## config.mk

```make
export PLATFORM = sky130hd
export DESIGN_NAME = key_press_edge_and_typematic_repeat
export DESIGN_NICKNAME = d
export VERILOG_FILES = /design/src/hw/rtl/kpe_pkg.sv /design/src/hw/rtl/kpe_ram.sv /design/src/hw/rtl/kpe_repeat.sv /design/src/hw/rtl/key_press_edge_and_typematic_repeat.sv
export SDC_FILE = /design/constraint.sdc
export NUM_CORES = 2
export LEC_CHECK = 0
export BUFFER_PORTS_ARGS = -buffer_cell sky130_fd_sc_hd__buf_2
export CORE_AREA = 2 2 481 483
export CTS_BUF_LIST = sky130_fd_sc_hd__clkbuf_4
export CTS_CLUSTER_SIZE = 16
export DETAILED_ROUTE_END_ITERATION = 10
export DIE_AREA = 0 0 483 485
export PLACE_DENSITY = 0.67
export SLEW_MARGIN = 5
export SYNTH_ARGS = -nofsm -noshare
export SYNTH_HDL_FRONTEND = slang
export SYNTH_SLANG_ARGS = --single-unit
```

## constraint.sdc

```tcl
create_clock -name aclk -period 36.1 [get_ports aclk]
set_input_delay 5.415 -clock aclk [delete_from_list [all_inputs] [get_ports aclk]]
set_output_delay 5.415 -clock aclk [all_outputs]
set_load 0.01 [all_outputs]
```

## src/hw/rtl/kpe_pkg.sv

```systemverilog
package kpe_pkg;

    // Key table size and the derived index width.
    localparam int NUM_KEYS   = 256;
    localparam int KEY_IDX_W  = $clog2(NUM_KEYS);

    // Fixed field widths.
    localparam int CODE_W     = 8;
    localparam int TICK_W     = 10;
    localparam int COUNT_W    = 11;

    // Codes below this value are never reported.
    localparam logic [CODE_W-1:0]  FIRST_CODE = CODE_W'(8);
    localparam logic [COUNT_W-1:0] COUNT_MAX  = {COUNT_W{1'b1}};

    // Configuration register indexes.
    localparam int CFG_IDX_W = 1;
    localparam logic [CFG_IDX_W-1:0] REG_DELAY = 1'b0;
    localparam logic [CFG_IDX_W-1:0] REG_RATE  = 1'b1;

    localparam logic [TICK_W-1:0] DELAY_RESET = TICK_W'(50);
    localparam logic [TICK_W-1:0] RATE_RESET  = TICK_W'(3);

    // Beat widths on the stream ports.
    localparam int S_DATA_W = 16;
    localparam int M_DATA_W = 16;

    typedef struct packed {
        logic caps;
        logic alt;
        logic shift;
        logic ctrl;
    } key_flags_t;

    typedef struct packed {
        logic [CODE_W-1:0] code;
        logic              down;
        logic              modifier;
        key_flags_t        flags;
    } key_sample_t;

    // Outcome of one hold-counter step.
    typedef struct packed {
        logic               emit;
        logic [COUNT_W-1:0] next_count;
    } repeat_res_t;

endpackage

```

## src/hw/rtl/kpe_ram.sv

```systemverilog
module kpe_ram #(
    parameter int WIDTH = 8,
    parameter int DEPTH = 16
) (
    input  logic                     clk,
    input  logic                     we,
    input  logic [$clog2(DEPTH)-1:0] waddr,
    input  logic [WIDTH-1:0]         wdata,
    input  logic                     re,
    input  logic [$clog2(DEPTH)-1:0] raddr,
    output logic [WIDTH-1:0]         rdata
);

    logic [WIDTH-1:0] mem [DEPTH];
    logic [WIDTH-1:0] rdata_reg;

    always_ff @(posedge clk) begin
        if (we) begin
            mem[waddr] <= wdata;
        end
        if (re) begin
            rdata_reg <= mem[raddr];
        end
    end

    assign rdata = rdata_reg;

endmodule

```

## src/hw/rtl/kpe_repeat.sv

```systemverilog
module kpe_repeat
    import kpe_pkg::*;
(
    input  logic [COUNT_W-1:0] count,
    input  logic [TICK_W-1:0]  delay,
    input  logic [TICK_W-1:0]  rate,
    output repeat_res_t        res
);

    logic [COUNT_W:0]   sum;
    logic [COUNT_W-1:0] stepped;
    logic [COUNT_W-1:0] delay_ext;
    logic [COUNT_W-1:0] window;

    // Advance by one, saturating at the counter limit.
    assign sum       = {1'b0, count} + (COUNT_W+1)'(1);
    assign stepped   = sum[COUNT_W] ? COUNT_MAX : sum[COUNT_W-1:0];
    assign delay_ext = {1'b0, delay};
    assign window    = {1'b0, delay} + {1'b0, rate};

    always_comb begin
        res.emit       = 1'b0;
        res.next_count = stepped;
        priority if (stepped == delay_ext) begin
            res.emit = 1'b1;
        end else if (rate != '0 && stepped > delay_ext && stepped >= window) begin
            // Fold back to the delay so the count stays bounded.
            res.emit       = 1'b1;
            res.next_count = delay_ext;
        end else begin
            // Neither the first repeat nor a later one: the count just steps.
            res.emit       = 1'b0;
            res.next_count = stepped;
        end
    end

endmodule

```

## src/hw/rtl/key_press_edge_and_typematic_repeat.sv

```systemverilog
// Channel   Dir  Handshake          Payload
// sample    in   s_tvalid/s_tready  s_tdata: code, down, ctrl, shift, alt, caps; s_tuser: modifier
// report    out  m_tvalid/m_tready  m_tdata: code, ctrl, shift, alt, caps
// config    in   cfg_we             cfg_index, cfg_wdata
//
// A sample beat can be taken every cycle unless the report output stalls; reports are registered.
// The per-key hold counter lives in a registered-read RAM: the read issues when the
// sample is taken and the write lands as it leaves the compute stage, so a one-entry bypass covers
// a repeat of the same key on the next beat. The down bits sit in flip-flops.
// Reset (aresetn low, synchronous) clears all down bits, so no clearing pass is needed.
// A stalled report holds the compute stage, which in turn holds the sample input.
module key_press_edge_and_typematic_repeat
    import kpe_pkg::*;
(
    input  logic                 aclk,
    input  logic                 aresetn,

    input  logic                 s_tvalid,
    output logic                 s_tready,
    // [7:0] key_code, [8] key_down, [9] ctrl_held, [10] shift_held, [11] alt_held,
    // [12] caps_on, [15:13] zero
    input  logic [S_DATA_W-1:0]  s_tdata,
    // [0] modifier_key
    input  logic                 s_tuser,

    output logic                 m_tvalid,
    input  logic                 m_tready,
    // [7:0] emitted_code, [8] ctrl_out, [9] shift_out, [10] alt_out, [11] caps_out,
    // [15:12] zero
    output logic [M_DATA_W-1:0]  m_tdata,

    input  logic                 cfg_we,
    input  logic [CFG_IDX_W-1:0] cfg_index,
    input  logic [TICK_W-1:0]    cfg_wdata
);

    localparam int CMP_W = KEY_IDX_W + 1;
    localparam logic [CMP_W-1:0] KEY_LIMIT = CMP_W'(NUM_KEYS);

    // Configuration registers.
    logic [TICK_W-1:0] delay_reg;
    logic [TICK_W-1:0] rate_reg;

    // Compute stage: the accepted sample, aligned with the RAM read data.
    logic        s1_valid_reg;
    key_sample_t s1_sample_reg;

    // Per-key down bits.
    logic [NUM_KEYS-1:0] was_down_reg;

    // Last hold-counter write, for a read that crossed it.
    logic                 byp_valid_reg;
    logic [KEY_IDX_W-1:0] byp_addr_reg;
    logic [COUNT_W-1:0]   byp_data_reg;

    // Result register.
    logic               m_valid_reg;
    logic [CODE_W-1:0]  m_code_reg;
    key_flags_t         m_flags_reg;

    key_sample_t          in_sample;
    logic                 advance;
    logic                 in_take;
    logic                 in_range;
    logic [KEY_IDX_W-1:0] s1_idx;
    logic                 prev_down;
    logic [COUNT_W-1:0]   ram_rdata;
    logic [COUNT_W-1:0]   cur_count;
    repeat_res_t          rep;
    logic                 emit;
    logic                 cnt_we;
    logic [COUNT_W-1:0]   cnt_wdata;
    logic                 m_valid_next;

    assign in_sample.code     = s_tdata[7:0];
    assign in_sample.down     = s_tdata[8];
    assign in_sample.flags    = '{caps: s_tdata[12], alt: s_tdata[11],
                                  shift: s_tdata[10], ctrl: s_tdata[9]};
    assign in_sample.modifier = s_tuser;

    // The compute stage moves on whenever the result register is free or being emptied.
    assign advance  = s1_valid_reg && (!m_valid_reg || m_tready);
    assign s_tready = !s1_valid_reg || advance;
    assign in_take  = s_tvalid && s_tready;

    always_ff @(posedge aclk) begin
        if (!aresetn) begin
            delay_reg <= DELAY_RESET;
            rate_reg  <= RATE_RESET;
        end else if (cfg_we) begin
            unique case (cfg_index)
                REG_DELAY: delay_reg <= cfg_wdata;
                REG_RATE:  rate_reg  <= cfg_wdata;
                default:   ;
            endcase
        end
    end

    kpe_ram #(
        .WIDTH (COUNT_W),
        .DEPTH (NUM_KEYS)
    ) u_count_ram (
        .clk   (aclk),
        .we    (cnt_we),
        .waddr (s1_idx),
        .wdata (cnt_wdata),
        .re    (in_take),
        .raddr (in_sample.code[KEY_IDX_W-1:0]),
        .rdata (ram_rdata)
    );

    assign in_range  = (s1_sample_reg.code >= FIRST_CODE) &&
                       ({1'b0, s1_sample_reg.code[CODE_W-1:0]} < CMP_W'(KEY_LIMIT));
    assign s1_idx    = s1_sample_reg.code[KEY_IDX_W-1:0];
    assign prev_down = was_down_reg[s1_idx];
    assign cur_count = (byp_valid_reg && byp_addr_reg == s1_idx) ? byp_data_reg : ram_rdata;

    kpe_repeat u_repeat (
        .count (cur_count),
        .delay (delay_reg),
        .rate  (rate_reg),
        .res   (rep)
    );

    // A new press restarts the counter at zero; a held ordinary key steps it.
    // A held modifier leaves it alone, and a release needs no write because
    // the count of a key that is up is never read.
    always_comb begin
        emit      = 1'b0;
        cnt_we    = 1'b0;
        cnt_wdata = rep.next_count;
        if (advance && in_range && s1_sample_reg.down) begin
            if (!prev_down) begin
                emit      = !s1_sample_reg.modifier;
                cnt_we    = 1'b1;
                cnt_wdata = '0;
            end else if (!s1_sample_reg.modifier) begin
                emit   = rep.emit;
                cnt_we = 1'b1;
            end
        end
    end

    always_comb begin
        m_valid_next = m_valid_reg;
        if (advance) begin
            m_valid_next = emit;
        end else if (m_tready) begin
            m_valid_next = 1'b0;
        end
    end

    always_ff @(posedge aclk) begin
        if (!aresetn) begin
            s1_valid_reg  <= 1'b0;
            was_down_reg  <= '0;
            byp_valid_reg <= 1'b0;
            m_valid_reg   <= 1'b0;
        end else begin
            if (s_tready) begin
                s1_valid_reg <= s_tvalid;
            end
            if (advance && in_range) begin
                was_down_reg[s1_idx] <= s1_sample_reg.down;
            end
            if (cnt_we) begin
                byp_valid_reg <= 1'b1;
            end
            m_valid_reg <= m_valid_next;
        end
    end

    always_ff @(posedge aclk) begin
        if (in_take) begin
            s1_sample_reg <= in_sample;
        end
        if (cnt_we) begin
            byp_addr_reg <= s1_idx;
            byp_data_reg <= cnt_wdata;
        end
        if (advance && emit) begin
            m_code_reg  <= s1_sample_reg.code;
            m_flags_reg <= s1_sample_reg.flags;
        end
    end

    assign m_tvalid = m_valid_reg;
    assign m_tdata  = {4'b0000, m_flags_reg.caps, m_flags_reg.alt,
                       m_flags_reg.shift, m_flags_reg.ctrl, m_code_reg};

`ifndef SYNTHESIS
    // Codes below the first reportable code never come out.
    a_code_floor: assert property (@(posedge aclk) disable iff (!aresetn)
        m_tvalid |-> (m_tdata[7:0] >= FIRST_CODE))
        else $error("reported code below the first reportable code");

    // The input only backs up when the result register is stalled.
    a_stall_cause: assert property (@(posedge aclk) disable iff (!aresetn)
        !s_tready |-> (m_valid_reg && !m_tready))
        else $error("sample input stalled without a stalled result");

    // Reset leaves every key up.
    a_reset_clear: assert property (@(posedge aclk)
        !aresetn |=> (was_down_reg == '0))
        else $error("down bits not cleared by reset");

    // A press of a key that was up writes a zero count.
    a_press_zero: assert property (@(posedge aclk) disable iff (!aresetn)
        (cnt_we && !prev_down) |-> (cnt_wdata == '0))
        else $error("new press did not restart the hold counter");
`endif

endmodule
```

# --- Word-level counts from Yosys, hierarchy flattened ---
# Memories as Yosys holds them, arrays and structs flattened. A register that Yosys moved wholly into a read port is not among the register bits.
# Index checks and enable logic that the tools add are counted.
totals:
  ff_bits: 324
  ramBits: 2816
  elab_cells: 71
  mem_count: 1
classes:
  add_sub_neg: 2
  magnitude_cmp: 5
  n_eq_ne: 2
  n_mux: 22
  n_bitwise: 1
  reduce_logical: 18
memory_table:
  columns: ["name", "depth", "width", "read_ports", "rd_clocked_by_memory_dff", "wr", "line_no", "rtl"]
  rows:
  - ["u_count_ram.mem", 256, 11, 1, 1, 1, "kpe_ram.sv:14", "logic [WIDTH-1:0] mem [DEPTH];"]
ops:
  columns: ["operator", "count"]
  rows:
  - ["$bwmux 256", 1]
  - ["$mux 11", 5]
  - ["$mux 1", 13]
  - ["$add 11x1->12 const B", 1]
  - ["$mux 12", 1]
  - ["$add 10x10->11", 1]
  - ["$eq 11x10->1", 1]
  - ["$ge 11x11->1", 1]
  - ["$gt 11x10->1", 1]
  - ["$reduce_bool 10->1", 1]
  - ["$logic_and 1x1->1", 9]
  - ["$lt 8x9->1 const B", 1]
  - ["$bmux 1 s8", 1]
  - ["$demux 1 s8", 1]
  - ["$eq 8x8->1", 1]
  - ["$ge 8x1->1 const B", 1]
  - ["$ge 8x4->1 const B", 1]
  - ["$reduce_and 2->1", 2]
  - ["$logic_not 1->1", 3]
  - ["$logic_or 1x1->1", 2]
  - ["$reduce_bool 2->1", 1]
  - ["$not 1->1", 1]

# --- Logic depth before layout (Yosys ltp) ---
depth:
  ltp_word: 14
  depth_mapped: 24
  mapped_depth_nobuf: 19

# --- By module ---
# From an unflattened synthesis, not the netlist that was laid out.
hier_totals:
  cells_unflattened: 6760
  hier_area_um2: 125288.9
modules_own_cells:
  columns: ["module", "instances", "cells_each", "area_each_um2", "seq_area_each_um2"]
  rows:
  - ["kpe_ram", 1, 4999, 108823.1, 84891.4]
  - ["key_press_edge_and_typematic_repeat", 1, 1596, 15164.5, 6936.7]
  - ["kpe_repeat", 1, 165, 1301.2, 0.0]

# --- Worst setup path before layout ---
# Ideal clock, no wire load.
synth_path:
  kind: "input port to flip-flop"
  startpoint: "in m_tready"
  endpoint: "reg byp_data_reg[2] (data pin)"
  setup_time_ps: 2254
  arrival_ps: 16884
  path_slack_ps: 16962
  cell_stages: 8
  path_buffers: 2
  cell_sequence: "nand2b_1 > nand2_1 > nor2_1 > clkbuf_1 > and2_0 > and2_1 > clkbuf_1 > a211oi_1"
synth_between:
  elab_chain_cells: 5
synth_lines:
  columns: ["element", "line_no", "rtl"]
  rows:
  - ["start, declared", "key_press_edge_and_typematic_repeat.sv:27", "input logic m_tready,"]
  - ["$logic_or 1x1->1", "key_press_edge_and_typematic_repeat.sv:82", "assign advance = s1_valid_reg && (!m_valid_reg || m_tready);"]
  - ["$logic_and 1x1->1", "key_press_edge_and_typematic_repeat.sv:82", null]
  - ["$logic_and 1x1->1 (2 in series)", "key_press_edge_and_typematic_repeat.sv:132", "if (advance && in_range && s1_sample_reg.down) begin"]
  - ["$mux 11", "key_press_edge_and_typematic_repeat.sv:132", null]
  - ["net cnt_wdata[2]", "key_press_edge_and_typematic_repeat.sv:72", "logic [COUNT_W-1:0] cnt_wdata;"]
  - ["end signal, assigned", "key_press_edge_and_typematic_repeat.sv:179", "byp_data_reg <= cnt_wdata;"]
  - ["end, declared", "key_press_edge_and_typematic_repeat.sv:54", "logic [COUNT_W-1:0] byp_data_reg;"]
# The timed path passes the listed nets, and every way through them passes these cells.
# A chain may end at the register's enable or synchronous reset.

# --- Final worst setup path ---
layout_path:
  startpoint: "in m_tready"
  endpoint: "out s_tready"
layout_between:
  elab_chain_cells: 3
layout_lines:
  columns: ["element", "line_no", "rtl"]
  rows:
  - ["$logic_or 1x1->1", "key_press_edge_and_typematic_repeat.sv:82", null]
  - ["$logic_and 1x1->1", "key_press_edge_and_typematic_repeat.sv:82", null]
  - ["$logic_or 1x1->1", "key_press_edge_and_typematic_repeat.sv:83", "assign s_tready = !s1_valid_reg || advance;"]
  - ["end, declared", "key_press_edge_and_typematic_repeat.sv:19", "output logic s_tready,"]
# Every way passes these cells.

==> results.cfg <==
[outcome]
status = complete, no violations

[die]
fp.dieW_um = 483
die_h_um = 485
std_cell_rows = 176
start_util_pct = 54.69
core-area_um2 = 229000
design.die.area_um2 = 234300
io_pins = 51

[setup_path]
crit_arrival_ps = 5980
critPathTopFamily = simple AND/OR/NAND/NOR gates
path_common_cell = buf_2
cp_slowest_cell = nor2b_1
critical_path.cell_chain = buf_2 > nor2b_1 > nand2_1 > buf_2
reg2reg_from = s1_idx[0]$_DFFE_PP_
path_max_fanout = 3
reg2reg_slack_ps = 27520
reg2reg_depth = 24
critPathRequiredTime_ps = 30680
worstReg2RegEnd = u_count_ram.mem[201][4]$_DFFE_PP_
crit_start = m_tready
cp_slowest_stage_delay_ps = 210
worstSetupPathDepth = 4
crit_type = in2out
start_kind = input pin
end_kind = primary output
critPathBufInv = 2

[power]
max-vdd-ir-drop_mv = 0.03945
p_leak_nw = 44.53
p_per_area_nw_per_um2 = 55.49

[finish]
mostFrequentLayoutCell = edfxtp_1
layout-drive-gt1-share_pct = 36.78
largest_reg_flops = 2816
fillCellCount = 16335
final_cell_mix = 2872 x edfxtp_1, 1121 x clkbuf_4, 988 x mux4_2, 322 x buf_4, 282 x o21ai_0
syn2layout_area_growth_pct = 12.25
fin_nets = 6973
seqCellArea_um2 = 91830
multi_input_area_um2 = 32600

[timing]
slew_headroom_pct = 12.61
rsz0062_at_grt = false
tightestPinTransition_ps = 1311
slew_violations = 0
fin_worst_skew_ps = 173.4
period_needed_ps = 11390
timing.final.ws_setup_ps = 24710
hold_viol = 0
fin_crit_sh_pct = 31.56
setup_viol = 0
setup-tns-final_ps = 0
timing.fmax_ghz = 0.08778

[grt]
grt_pass1_vias = 66994
antenna_found_initial = 16
grt.overflow.total = 0
grt_max_degree = 146
grt_pass1_wl_um = 445100
gr-usage-all-layers_pct = 26.03

[clocking]
clockBufferDepth = 4
cts_sinks = 3151
clk_latency_ps = 1490
clockRootBuffer = clkbuf_4
cts_setup_buffers = 0
cts_tree = built
cts_resized = 0
cts_max_level = 6
clkTransAtPathRegs_ps = 60
numCtsBuffers = 782
hold_buffers = 0

[place]
post-dp-hpwl_um = 178800
portBuffers = 43
gp_congestion = 0.8722
dp_slack_ps = 24150

[hold_path]
worstHoldStart = s1_sample_reg[0]$_DFFE_PP_
hold_class = reg2reg
hold_end = m_tdata[8]$_DFFE_PP_
min_path_cells = 0

[logic_synthesis]
synth_compound_area_share_pct = 3.223
syn_area_um2 = 125200
yosys_warnings = 0
syn_inst = 6126
synth_top_family_by_area = multiplexers
synth_cell_type_count = 52
syn_avg_cell_area_um2 = 20.45
synth-edff-count = 2872
synth_simple_gate_area_share_pct = 3.459
synth_flop_cell = edfxtp_1
synth_fa_ha_area_share_pct = 0.3357
muxShareOfSynthArea_pct = 17.93
synth_xor_area_share_pct = 0.1538
async_reset_ff_share_pct = 0
yosysSeqAreaShare_pct = 73.32
yosys_register_bits = 3151

[route]
wl_per_cell_um = 29.02
wl_um = 303900
vias_per_cell = 6.303
drcViolationCount = 0
drtAntennaViolNets = 0
drt-pass1-iter-count = 5
dr_total_vias = 66007
drt_iter0_drc = 7306

[job]
maxCapViolCount = 0
metal layers:
metal  up-vias  track usage (%)  wire length (um)
met5         -                0                 7
met4         2            10.04             10230
met3       512            6.024             27960
met2      3246            40.26            145500
met1     34659            36.50            120200
li1      27588                -                 -
area by class of cell:
cell class | count | area share [%]
sequential | 3151 | 65.31
multi-input combinational | 2585 | 23.19
clock buffer | 1121 | 5.986
tap | 3026 | 2.693
timing repair buffer | 369 | 1.972
clock inverter | 198 | 0.7903
inverter | 18 | 0.04806
antenna | 5 | 0.008899
worst max path at each step:
stage | end | slack [ps]
finish | s_tready | 24710
floorplan | byp_data_reg[2]$_DFFE_PP_ | 16960
CTS | s_tready | 24710
global placement | u_count_ram.rdata[2]$_DFFE_PP_ | 24100
detailed placement | u_count_ram.rdata[2]$_DFFE_PP_ | 24150
global route | s_tready | 24660
cells in the mapped netlist (all sizes together), types with 5 or more instances:
| library cell | count | share of area [%] |
|---|---|---|
| nor4 | 104 | 0.82 |
| a211oi | 7 | 0.042 |
| clkbuf | 331 | 0.99 |
| nand2 | 122 | 0.37 |
| ha | 32 | 0.32 |
| nand4 | 5 | 0.025 |
| xor2 | 5 | 0.035 |
| mux2i | 16 | 0.13 |
| nand2b | 11 | 0.055 |
| nand3 | 244 | 0.98 |
| o21bai | 5 | 0.030 |
| and2 | 46 | 0.23 |
| a22oi | 54 | 0.32 |
| dfxtp | 279 | 4.5 |
| o211ai | 5 | 0.030 |
| edfxtp | 2872 | 69 |
| o21ai | 282 | 1.1 |
| a21oi | 36 | 0.14 |
| a21boi | 235 | 1.4 |
| nor2b | 16 | 0.080 |
| buf | 132 | 0.53 |
| mux4 | 988 | 18 |
| xnor2 | 17 | 0.12 |
| inv | 18 | 0.054 |
| nor2 | 71 | 0.21 |
| nor3 | 159 | 0.64 |
where the power goes:
part           internal (mW)  switching [mW]  leakage (nW)
Combinational          0.167           0.494          10.5
Sequential              4.26          0.0112          28.4
Clock                   1.50            1.37          5.66
Total                   5.92            1.88          44.5
kinds of logic after synthesis:
| family | count (synthesis) |
|---|---|
| other | 1 |
| AND/OR/NAND/NOR | 788 |
| flip-flops | 3151 |
| buffers and inverters | 481 |
| adder cells (fa/ha/maj) | 33 |
| AO/OA/AOI/OAI | 642 |
| multiplexers | 1008 |
| XOR/XNOR | 22 |
per-stage QoR:
step                instance area (um^2)  hold slack (ps)  power [mW]  instances  util, %
floorplan                         125600            400.3       4.832       6217        -
detailed placement                131100            408.0       5.018       9149    57.22
global placement                  131100            402.9       4.984       9149    57.22
global route                      140600            438.5       8.101      10471    61.39
finish                            140600            420.1       7.801      10473    61.39
CTS                               140600            421.4       7.874      10468    61.38
Power figures use the tool's default switching activity.
